### src/rtl/core/bbnd_pkg.sv
// Shared constants and types for the BGGR nearest-neighbor demosaic unit.
package bbnd_pkg;

  localparam int CFG_W    = 13;
  localparam int CMP_W    = CFG_W + 1;
  localparam int SAMPLE_W = 12;
  localparam int COLOR_W  = 8;
  localparam int PIX_W    = 12;
  localparam int TOP_W    = 2 * COLOR_W;

  localparam int DEF_MAX_LINE_WIDTH   = 4096;
  localparam int DEF_MAX_FRAME_HEIGHT = 4096;

  localparam logic [CFG_W-1:0] LINE_WIDTH_RESET   = 13'd4056;
  localparam logic [CFG_W-1:0] FRAME_HEIGHT_RESET = 13'd3040;

  localparam logic REG_LINE_WIDTH   = 1'b0;
  localparam logic REG_FRAME_HEIGHT = 1'b1;

  typedef struct packed {
    logic [COLOR_W-1:0] red;
    logic [COLOR_W-1:0] green_top;
    logic [COLOR_W-1:0] green_bottom;
    logic [COLOR_W-1:0] blue;
    logic [PIX_W-1:0]   column;
    logic [PIX_W-1:0]   row;
  } cell_t;

endpackage

### src/rtl/core/bbnd_pixel_emit.sv
// Output register that sends the four pixels of a completed cell.
module bbnd_pixel_emit import bbnd_pkg::*; (
  input  logic                      clk,
  input  logic                      rst,
  input  logic                      cell_valid,
  input  cell_t                     cell_data,
  output logic                      cell_take,
  output logic                      m_tvalid,
  input  logic                      m_tready,
  output logic [3*COLOR_W+2*PIX_W-1:0] m_tdata,
  output logic                      m_tlast
);

  localparam logic [1:0] LAST_IDX = 2'd3;

  logic       em_valid;
  logic [1:0] idx;
  cell_t      cell_q;

  logic [COLOR_W-1:0] green;
  logic [PIX_W-1:0]   column;
  logic [PIX_W-1:0]   row;
  logic               last;

  assign last      = idx == LAST_IDX;
  assign cell_take = cell_valid && (!em_valid || (m_tready && last));

  always_ff @(posedge clk) begin
    if (rst) begin
      em_valid <= 1'b0;
      idx      <= '0;
    end else if (cell_take) begin
      em_valid <= 1'b1;
      idx      <= '0;
    end else if (em_valid && m_tready) begin
      if (last) begin
        em_valid <= 1'b0;
      end else begin
        idx <= idx + 2'd1;
      end
    end
  end

  always_ff @(posedge clk) begin
    if (cell_take) begin
      cell_q <= cell_data;
    end
  end

  assign green  = idx[1] ? cell_q.green_bottom : cell_q.green_top;
  assign column = idx[0] ? cell_q.column : cell_q.column - PIX_W'(1);
  assign row    = idx[1] ? cell_q.row : cell_q.row - PIX_W'(1);

  assign m_tvalid = em_valid;
  assign m_tdata  = {row, column, cell_q.blue, green, cell_q.red};
  assign m_tlast  = last;

endmodule

### config.mk
export PLATFORM = sky130hd
export DESIGN_NAME = bbnd_pixel_emit
export DESIGN_NICKNAME = d
export VERILOG_FILES = /design/src/rtl/core/bbnd_pkg.sv /design/src/rtl/core/bbnd_pixel_emit.sv
export SDC_FILE = /design/constraint.sdc
export NUM_CORES = 1
export LEC_CHECK = 0
export BUFFER_PORTS_ARGS = -buffer_cell sky130_fd_sc_hd__buf_2
export CORE_ASPECT_RATIO = 1.25
export CORE_MARGIN = 8
export CORE_UTILIZATION = 46
export DETAILED_ROUTE_END_ITERATION = 6
export PLACE_DENSITY = 0.88
export SLEW_MARGIN = 5
export SYNTH_ARGS = -nofsm -noshare
export SYNTH_HDL_FRONTEND = slang
export SYNTH_SLANG_ARGS = --single-unit
### constraint.sdc
create_clock -name clk -period 5.6 [get_ports clk]
set_clock_uncertainty 0.2 [all_clocks]
set_input_delay 1.12 -clock clk [delete_from_list [all_inputs] [get_ports clk]]
set_output_delay 1.12 -clock clk [all_outputs]
set_load 0.02 [all_outputs]
=== After elaboration in Yosys (flattened, before gate mapping) ===
Index checks and enable logic that the tools add are counted.
Widths: inputs -> output; s select.

* Add/subtract/negate cells: 3
* $mul: 0
* Div/mod/pow operators: 0
* Magnitude comparators: 0
* Eq/ne operators: 1
* Shift operators: 0
* Multiplexer cells: 6
* Bitwise operators: 1
* Reductions and logical operators: 10

{| class="wikitable"
|+ Operators with widths
! cell !! count
|-
| $mux 12 || 2
|-
| $sub 12x1->12 const B || 2
|-
| $mux 8 || 1
|-
| $reduce_and 2->1 || 2
|-
| $reduce_bool 2->1 || 2
|-
| $logic_and 1x1->1 || 3
|-
| $mux 1 || 3
|-
| $add 2x1->2 const B || 1
|-
| $eq 2x2->1 const B || 1
|-
| $reduce_or 2->1 || 1
|-
| $logic_not 1->1 || 1
|-
| $logic_or 1x1->1 || 1
|-
| $not 1->1 || 1
|}

* Bits in registers: 59
* Latch bits: 0
* Memory bits (writable): 0
* Memory bits (read-only): 0
* Input port bits: 60
* Output and inout port bits: 51
* Word-level logic and storage cells: 29
* Memories: 0

=== Longest topological paths before layout ===
Gate-level depths: netlist of run 1.

* Depth after elaboration: 6
* Gate-level depth with buffers: 4
* Mapped depth without buffers: 4

=== Worst setup path after synthesis of run 1 ===
No wires, ideal clock.

* Path type: input port to output port
* Start: in m_tready
* End: out cell_take
* Data arrival time: 4.044 ns
* Data required time: 4.280 ns
* Slack: 0.236 ns
* Cell stages on the path: 2
* Cells stage by stage: a21boi_0 > nor2b_1

* Cells in the longest elaborated chain, start to end: 3

{| class="wikitable"
|+ RTL lines
! item !! RTL line !! text
|-
| start: declaration || bbnd_pixel_emit.sv:9 || <nowiki>input logic m_tready,</nowiki>
|-
| $logic_and 1x1->1 || bbnd_pixel_emit.sv:26 || <nowiki>assign cell_take = cell_valid && (!em_valid || (m_tready && last));</nowiki>
|-
| $logic_or 1x1->1 || bbnd_pixel_emit.sv:26 ||
|-
| $logic_and 1x1->1 || bbnd_pixel_emit.sv:26 ||
|-
| end: declaration || bbnd_pixel_emit.sv:7 || <nowiki>output logic cell_take,</nowiki>
|}

Every way passes these cells.

=== Worst setup path after layout of run 1 ===
* Start: reg idx[1]
* End: out m_tdata[47]

* Cells in the longest elaborated chain, start to end: 1

{| class="wikitable"
|+ RTL lines
! item !! RTL line !! text
|-
| start: declaration || bbnd_pixel_emit.sv:17 || <nowiki>logic [1:0] idx;</nowiki>
|-
| start signal: assignment || bbnd_pixel_emit.sv:39 || <nowiki>idx <= idx + 2'd1;</nowiki>
|-
| $mux 12 || bbnd_pixel_emit.sv:52 || <nowiki>assign row = idx[1] ? cell_q.row : cell_q.row - PIX_W'(1);</nowiki>
|-
| end: declaration || bbnd_pixel_emit.sv:10 || <nowiki>output logic [3*COLOR_W+2*PIX_W-1:0] m_tdata,</nowiki>
|}

Every way passes these cells.

==> results.sh, run 1 <==
export IMPL_drt_wl_total_mm=5.30
export IMPL_tightest_slew_ns=0.710
export IMPL_place_area_mm2=0.00301
export IMPL_ff_latch_area_mm2=0.00174
export IMPL_reg2reg_depth=4
export IMPL_post_route_cell_area_mm2=0.00319
export IMPL_seq_area_frac_synth_pct=69.6
export IMPL_clock_latency_ns=0.32
export IMPL_path_class="register to output port"
export IMPL_final_setup_viol_count=0
export IMPL_p_per_area_mw_per_mm2=309
export IMPL_first_global_vias=1666
export IMPL_synth_seq_cells=59
export IMPL_root_buffer="clkbuf_8"
export IMPL_async_reset_ff_share_pct=0
export IMPL_swShare_pct=22.9
export IMPL_cts_buffers_inserted=9
export IMPL_cts_sinks=59
export IMPL_postCtsSetupRepairBufs=0
export IMPL_syn_cell_area_mm2=0.00250
export IMPL_grt_overflow=0
export IMPL_route_antenna_remaining_nets=0
export IMPL_min_to="idx[1]"
export IMPL_holdPathStages=3
export IMPL_wl_per_cell_um=16.0
export IMPL_track_usage_pct=13.2
export IMPL_synth_edf_count=56
export IMPL_dieArea_mm2=0.00807
export IMPL_hpwlAfterDp_mm=4.18
export IMPL_worst_ep_arrival_time_ns=1.96
export IMPL_clkTransAtPathRegs_ns=0.06
export IMPL_hp_start="m_tvalid"
export IMPL_regToRegSetupSlack_ns=2.99
export IMPL_r2r_end="cell_q[38]"
export IMPL_drive_above_1_share_pct=49.6
export IMPL_syn_inst=157
export IMPL_max_freq_ghz=0.305
export IMPL_areaGrowthSynthToFinish_pct=27.4
export IMPL_drt_iter0_markers=64
export IMPL_synth_top_flop_cell="edfxtp_1"
export IMPL_portBuffers=110
export IMPL_initial_utilization_pct=47.0
export IMPL_grt_pass1_wl_mm=7.80
export IMPL_utilization_pct=59.8
export IMPL_switchingPower_uw=226
export IMPL_preCtsSetupSlack_ns=2.39
export IMPL_crit_required_ns=4.28
export IMPL_rows=30
export IMPL_die_h_um=98.5
export IMPL_post_route_drc_count=0
export IMPL_ir_drop_uv=300
export IMPL_cts_resized=0
export IMPL_crit_fanout=16
export IMPL_hold_violations=0
export IMPL_syn_nets=220
export IMPL_io_pins=111
export IMPL_internal_power_uw=759
export IMPL_cts_buffer_depth=2
export IMPL_multi_input_area_um2=618
export IMPL_worst_slack_ns=2.32
export IMPL_end_kind="output port"
export IMPL_grt_max_degree=59
export IMPL_synth_area_per_cell_um2=15.9
export IMPL_fillCellCount=446
export IMPL_nets=324
export IMPL_final_common_cell="buf_2"
export IMPL_final_cell_mix="buf_2 (110), edfxtp_1 (56), xnor2_1 (20)"
export IMPL_finalCriticalPeriod_ns=3.28
export IMPL_holdBufCountCts=0
export IMPL_antenna_cells=0
export IMPL_htreeDepth=3
export IMPL_setup_tns_final_ns=0
export IMPL_synth_cell_types=23
export IMPL_hold_class="register to register"
export IMPL_r2r_start="idx[1]"
export IMPL_design_core_area_mm2=0.00533
export IMPL_min_period_over_period_pct=58.6
export IMPL_slew_headroom_pct=52.6
export IMPL_die_x_um=82.0
export IMPL_antenna_found_initial=0
export IMPL_rsz0062_at_grt="no"
export IMPL_ys_warn_count=0
export IMPL_power_share_clock_pct=35.2
export IMPL_cp_start_kind="register"
export IMPL_outcome="finished, final reports clean"
export IMPL_drv_slew=0
export IMPL_num_vias=1579
export IMPL_drt_pass1_iterations=4
export IMPL_cap_violations=0
export IMPL_seq_power_share_pct=53.4
export IMPL_place_congestion=0.748
export IMPL_p_leak_uw=0.00129
export IMPL_avgViaCountPerCell=4.78
export IMPL_tritoncts="built"
export IMPL_pwr_share_comb_pct=11.3
## layout make-up
class / instances / area share [%]
inverter: 4 / 0.471
clock inverter: 4 / 1.29
sequential: 59 / 54.6
timing repair buffer: 111 / 17.5
multi-input combinational: 76 / 19.4
clock buffer: 12 / 4.24
tap: 64 / 2.51
## critical path: stages, from the launching register on
cell and delay, ns:
dfxtp_1 0.53, nor4_4 0.53, nand4b_1 0.19, xnor2_1 0.19, buf_2 0.19
## logic make-up after synthesis
| logic type | synth area share (%) |
|---|---|
| DFF | 69.6 |
| AOI/OAI and AO/OA | 0.300 |
| muxes | 4.80 |
| adders and majority gates | 1.50 |
| xor gates and xnor gates | 8.05 |
| and+or+nand+nor | 9.74 |
| buffers and inverters | 6.05 |
## routing by layer
layer	GRT usage, %	up-vias	part of all wire (%)
li1	-	772	-
met1	10.9	739	33
met2	24.7	57	58
met3	5.56	11	7.2
met4	7.05	0	2.2
met5	0	-	0
## synth_stat cells (3+ instances only)
| cell type | n | area share (%) |
|---|---|---|
| mux2_2 | 8 | 3.6 |
| mux2i_1 | 3 | 1.2 |
| nor4_1 | 4 | 1.0 |
| xnor2_1 | 20 | 7.0 |
| edfxtp_1 | 56 | 67 |
| nand4b_1 | 4 | 1.4 |
| ha_1 | 3 | 1.5 |
| nand3b_1 | 3 | 0.90 |
| inv_1 | 4 | 0.60 |
| xor2_1 | 3 | 1.0 |
| dfxtp_1 | 3 | 2.4 |
| nor2_1 | 6 | 0.90 |
| nand3_1 | 4 | 0.80 |
| nor3_1 | 6 | 1.2 |
| nand2_1 | 4 | 0.60 |
| buf_4 | 16 | 4.8 |
## how the worst max path moves through the flow
stage / from / endpoint / slack, ns / cells after the start
2_1_floorplan: m_tready / cell_take / 0.24 / 2
3_3_place_gp: m_tready / cell_take / 2.42 / 4
3_5_place_dp: m_tready / cell_take / 2.39 / 4
4_1_cts: idx[1] / cell_take / 2.28 / 4
5_1_grt: idx[1] / m_tdata[47] / 2.15 / 4
6_report: idx[1] / m_tdata[47] / 2.32 / 4
## per-stage QoR
stage	instances	hold WS (ns)	power (uW)
3_3_place_gp	314	0.455	645
4_1_cts	330	0.507	998
5_1_grt	330	0.548	1020
3_5_place_dp	314	0.487	650
6_report	330	0.498	985
2_1_floorplan	157	0.454	606
## state kept, by name, summed over array words and instances, names as in the netlist
register / flops
cell_q: 40
idx: 2
m_tdata: 16
m_tvalid: 1
## power groups by stage
| stage | Clock, uW | Combinational, uW | Sequential [uW] |
|---|---|---|---|
| final | 347 | 112 | 527 |
| after CTS | 356 | 114 | 527 |
| after global placement | 0 | 111 | 534 |
| after floorplan | 0 | 71.4 | 535 |
| after global routing | 375 | 120 | 529 |
| after detailed placement | 0 | 114 | 536 |
(Power assumes the default switching activity.)
==> run 2, diff against run 1 <==
--- a/config.mk
+++ b/config.mk
@@ -8,9 +8,9 @@
 export BUFFER_PORTS_ARGS = -buffer_cell sky130_fd_sc_hd__buf_2
 export CORE_ASPECT_RATIO = 1.25
 export CORE_MARGIN = 8
-export CORE_UTILIZATION = 46
+export CORE_UTILIZATION = 42
 export DETAILED_ROUTE_END_ITERATION = 6
-export PLACE_DENSITY = 0.88
+export PLACE_DENSITY = 0.85
 export SLEW_MARGIN = 5
 export SYNTH_ARGS = -nofsm -noshare
 export SYNTH_HDL_FRONTEND = slang
==> constraint.sdc (replaced) <==
create_clock -name clk -period 3 [get_ports clk]
set_clock_uncertainty 0.2 [all_clocks]
set_input_delay 0.6 -clock clk [delete_from_list [all_inputs] [get_ports clk]]
set_output_delay 0.6 -clock clk [all_outputs]
set_load 0.02 [all_outputs]
==> results.sh, run 2 (synthesis results as in run 1) <==
export IMPL_cp_start_kind="register"
export IMPL_postCtsSetupRepairBufs=0
export IMPL_grt_overflow=0
export IMPL_crit_fanout=4
export IMPL_worst_slack_ns=0.418
export IMPL_dieArea_mm2=0.00870
export IMPL_drv_slew=0
export IMPL_cp_cell_sequence="nor4_1 -> nand4b_1 -> xnor2_1 -> buf_2"
export IMPL_nets=325
export IMPL_slew_headroom_pct=67.3
export IMPL_dp_cells=317
export IMPL_track_usage_pct=12.3
export IMPL_cap_violations=0
export IMPL_hold_class="primary input to register"
export IMPL_io_pins=111
export IMPL_p_total_uw=1750
export IMPL_holdPathStages=1
export IMPL_tritoncts="built"
export IMPL_critPathSlowestCell="nor4_1"
export IMPL_hp_start="cell_data[27]"
export IMPL_largest_reg_flops=40
export IMPL_cts_sinks=59
export IMPL_hold_violations=0
export IMPL_holdBufCountCts=0
export IMPL_cpPeakStageDelay_ns=0.50
export IMPL_p_per_area_mw_per_mm2=549
export IMPL_setup_tns_final_ns=0
export IMPL_die_h_um=102
export IMPL_drt_pass1_iterations=4
export IMPL_clkTransAtPathRegs_ns=0.06
export IMPL_min_period_over_period_pct=86.1
export IMPL_hpwlAfterDp_mm=4.24
export IMPL_path_class="register to output port"
export IMPL_first_global_vias=1738
export IMPL_cts_buffer_depth=2
export IMPL_portBuffers=110
export IMPL_p_leak_uw=0.00129
export IMPL_ir_drop_uv=355
export IMPL_worst_ep_arrival_time_ns=1.78
export IMPL_regMostFlops="cell_q"
export IMPL_r2r_start="idx[0]"
export IMPL_route_antenna_remaining_nets=0
export IMPL_end_kind="output port"
export IMPL_drt_iter0_markers=29
export IMPL_final_common_cell="buf_2"
export IMPL_drt_wl_total_mm=5.25
export IMPL_grt_max_degree=59
export IMPL_max_freq_ghz=0.387
export IMPL_place_congestion=0.797
export IMPL_preCtsSetupSlack_ns=0.765
export IMPL_outcome="finished, final reports clean"
export IMPL_antenna_cells=0
export IMPL_post_route_drc_count=0
export IMPL_design_core_area_mm2=0.00578
export IMPL_num_vias=1580
export IMPL_cts_buffers_inserted=9
export IMPL_clock_latency_ns=0.31
export IMPL_areaGrowthSynthToFinish_pct=27.3
export IMPL_startpoint="cell_q[0]"
export IMPL_root_buffer="clkbuf_8"
export IMPL_reg2reg_depth=4
export IMPL_cts_resized=0
export IMPL_place_area_mm2=0.00304
export IMPL_tightest_slew_ns=0.486
export IMPL_rows=31
export IMPL_layout_cells_non_filler=333
export IMPL_antenna_found_initial=0
export IMPL_htreeDepth=3
export IMPL_finalCriticalPeriod_ns=2.58
export IMPL_initial_utilization_pct=43.3
export IMPL_crit_required_ns=2.20
export IMPL_drive_above_1_share_pct=50.2
export IMPL_post_route_cell_area_mm2=0.00319
export IMPL_grt_pass1_wl_mm=7.94
export IMPL_regToRegSetupSlack_ns=0.99
export IMPL_rsz0062_at_grt="no"
export IMPL_avgViaCountPerCell=4.74
export IMPL_final_cell_mix="buf_2 (110), edfxtp_1 (56), xnor2_1 (20)"
export IMPL_wl_per_cell_um=15.8
export IMPL_final_setup_viol_count=0
export IMPL_die_x_um=85.1
run 2: area by class of cell:
class | count | area (um2)
clock inverter | 4 | 17.5
timing repair buffer | 112 | 578
sequential | 59 | 1740
fill | 475 | 2590
clock buffer | 12 | 135
inverter | 4 | 15.0
tap | 66 | 82.6
multi-input combinational | 76 | 618
run 2: path summary, 6_finish.rpt:
check / endpoint
setup / recovery: m_tdata[47]
hold reg to reg: idx[1]
hold / removal: m_tdata[19]
setup reg to reg: m_tdata[20]
run 2: where the power goes:
part	internal [uW]	switching, uW
Sequential	957	25.7
Clock	291	264
Combinational	87.3	125
run 2: through the flow:
stage,hold slack [ns],util (%)
finish,0.252,55.2
global route,0.223,55.2
floorplan,0.454,-
detailed placement,0.398,52.5
global placement,0.402,52.5
CTS,0.230,55.2
run 2: routing by layer:
| layer | track usage (%) | share of wire [%] | up-vias |
|---|---|---|---|
| li1 | - | - | 775 |
| met1 | 9.57 | 32 | 725 |
| met2 | 23.4 | 57 | 62 |
| met3 | 5.07 | 6.6 | 18 |
| met4 | 9.62 | 4.2 | 0 |
| met5 | 0 | 0 | - |
run 2: worst max-delay path, delay by kind of cell (launching register included):
kind / cells / cell delay, ns
buf+inv: 1 / 0.18
xor+xnor: 1 / 0.15
simple gates: 2 / 0.68
flops: 1 / 0.45
==> run 3, diff against run 2 <==
--- a/config.mk
+++ b/config.mk
@@ -8,10 +8,9 @@
 export BUFFER_PORTS_ARGS = -buffer_cell sky130_fd_sc_hd__buf_2
 export CORE_ASPECT_RATIO = 1.25
 export CORE_MARGIN = 8
-export CORE_UTILIZATION = 42
+export CORE_UTILIZATION = 46
 export DETAILED_ROUTE_END_ITERATION = 6
-export PLACE_DENSITY = 0.85
-export SLEW_MARGIN = 5
+export PLACE_DENSITY = 0.88
 export SYNTH_ARGS = -nofsm -noshare
 export SYNTH_HDL_FRONTEND = slang
 export SYNTH_SLANG_ARGS = --single-unit
==> constraint.sdc (replaced) <==
create_clock -name clk -period 3.3 [get_ports clk]
set_clock_uncertainty 0.2 [all_clocks]
set_input_delay 0.66 -clock clk [delete_from_list [all_inputs] [get_ports clk]]
set_output_delay 0.66 -clock clk [all_outputs]
set_load 0.02 [all_outputs]
==> results.sh, run 3 (synthesis results as in run 1) <==
export IMPL_cts_buffer_depth=2
export IMPL_io_pins=111
export IMPL_crit_required_ns=2.44
export IMPL_drv_slew=0
export IMPL_setup_tns_final_ns=0
export IMPL_p_per_area_mw_per_mm2=508
export IMPL_final_cell_mix="buf_2 (110), edfxtp_1 (56), xnor2_1 (20)"
export IMPL_cts_resized=0
export IMPL_track_usage_pct=13.5
export IMPL_antenna_found_initial=0
export IMPL_grt_max_degree=59
export IMPL_regMostFlops="cell_q"
export IMPL_drive_above_1_share_pct=50.6
export IMPL_post_route_drc_count=0
export IMPL_cts_buffers_inserted=9
export IMPL_min_period_over_period_pct=83.9
export IMPL_clkTransAtPathRegs_ns=0.06
export IMPL_seq_power_share_pct=55.2
export IMPL_max_freq_ghz=0.361
export IMPL_swShare_pct=23.6
export IMPL_wl_per_cell_um=16.2
export IMPL_place_area_mm2=0.00302
export IMPL_end_kind="output port"
export IMPL_largest_reg_flops=40
export IMPL_design_core_area_mm2=0.00533
export IMPL_tritoncts="built"
export IMPL_postCtsSetupRepairBufs=0
export IMPL_rsz0062_at_grt="no"
export IMPL_cap_violations=0
export IMPL_drt_pass1_iterations=4
export IMPL_rows=30
export IMPL_dp_cells=315
export IMPL_hold_violations=0
export IMPL_slew_headroom_pct=53.7
export IMPL_post_route_cell_area_mm2=0.00318
export IMPL_p_total_uw=1620
export IMPL_outcome="finished, final reports clean"
export IMPL_dieArea_mm2=0.00807
export IMPL_hold_class="primary input to register"
export IMPL_htreeDepth=3
export IMPL_grt_pass1_wl_mm=8.14
export IMPL_initial_utilization_pct=47.0
export IMPL_layout_cells_non_filler=331
export IMPL_cp_start_kind="register"
export IMPL_finalCriticalPeriod_ns=2.77
export IMPL_tightest_slew_ns=0.694
export IMPL_num_vias=1602
export IMPL_pwr_share_comb_pct=11.8
export IMPL_holdBufCountCts=0
export IMPL_ir_drop_uv=322
export IMPL_drt_iter0_markers=97
export IMPL_final_common_cell="buf_2"
export IMPL_fillCellCount=449
export IMPL_die_x_um=82.0
export IMPL_cts_sinks=59
export IMPL_first_global_vias=1767
export IMPL_portBuffers=110
export IMPL_antenna_cells=0
export IMPL_areaGrowthSynthToFinish_pct=27.1
export IMPL_internal_power_uw=1240
export IMPL_p_leak_uw=0.00129
export IMPL_hpwlAfterDp_mm=4.22
export IMPL_whs_ns=0.310
export IMPL_route_antenna_remaining_nets=0
export IMPL_worst_ep_arrival_time_ns=1.91
export IMPL_final_setup_viol_count=0
export IMPL_grt_overflow=0
export IMPL_avgViaCountPerCell=4.84
export IMPL_clock_latency_ns=0.32
export IMPL_drt_wl_total_mm=5.35
export IMPL_place_congestion=0.849
export IMPL_die_h_um=98.5
export IMPL_switchingPower_uw=383
export IMPL_path_class="register to output port"
export IMPL_root_buffer="clkbuf_8"
export IMPL_crit_fanout=15
export IMPL_power_share_clock_pct=33.0
export IMPL_nets=325
-- run 3: changes by cell type in the layout (fill, tap and decap cells not counted), sizes merged --
cell | previous run | this run
clkinv | 4 | 3
clkbuf | 12 | 13
-- run 3: power by group through the flow --
stage	clock network, uW	registers [uW]	logic [uW]
2_1_floorplan	0	904	123
3_3_place_gp	0	906	189
3_5_place_dp	0	909	194
4_1_cts	553	894	195
5_1_grt	583	898	206
6_report	533	893	192
-- run 3: metal layers --
layer / GRT usage, % / vias to the layer above / part of all wire, %
met1: 11.3 / 754 / 32
met4: 8.94 / 0 / 3.6
met3: 5.65 / 17 / 6.6
met5: 0 / - / 0
li1: - / 771 / -
met2: 24.5 / 60 / 57
-- run 3: worst paths after layout --
check | start | endpoint | slack, ns | depth (start not counted)
min | cell_data[48] | m_tdata[0] | 0.31 | 1
max reg2reg | idx[0] | cell_q[43] | 1.01 | 4
max | idx[1] | m_tdata[46] | 0.53 | 5
min reg2reg | m_tvalid | m_tvalid | 0.49 | 3
-- run 3: through the flow --
stage          worst slack (ns)  utilization (%)
2_1_floorplan             0.464                -
3_3_place_gp               1.04             56.7
3_5_place_dp              0.919             56.7
4_1_cts                   0.556             59.7
5_1_grt                   0.431             59.7
6_report                  0.533             59.7
-- run 3: critical path, stage by stage (launching register included) --
cell and delay, ns:
dfxtp_1 0.32, buf_4 0.20, nor4_4 0.47, nand4_1 0.19
xnor2_1 0.21, buf_2 0.20
-- run 3: final cells by class --
type | instances | area [um2] | share of cell area, %
Clock buffer | 13 | 149 | 4.68
Clock inverter | 3 | 13.8 | 0.432
Inverter | 4 | 15.0 | 0.472
Multi-Input combinational cell | 76 | 618 | 19.4
Sequential cell | 59 | 1740 | 54.7
Tap cell | 64 | 80.1 | 2.52
Timing Repair Buffer | 112 | 566 | 17.8
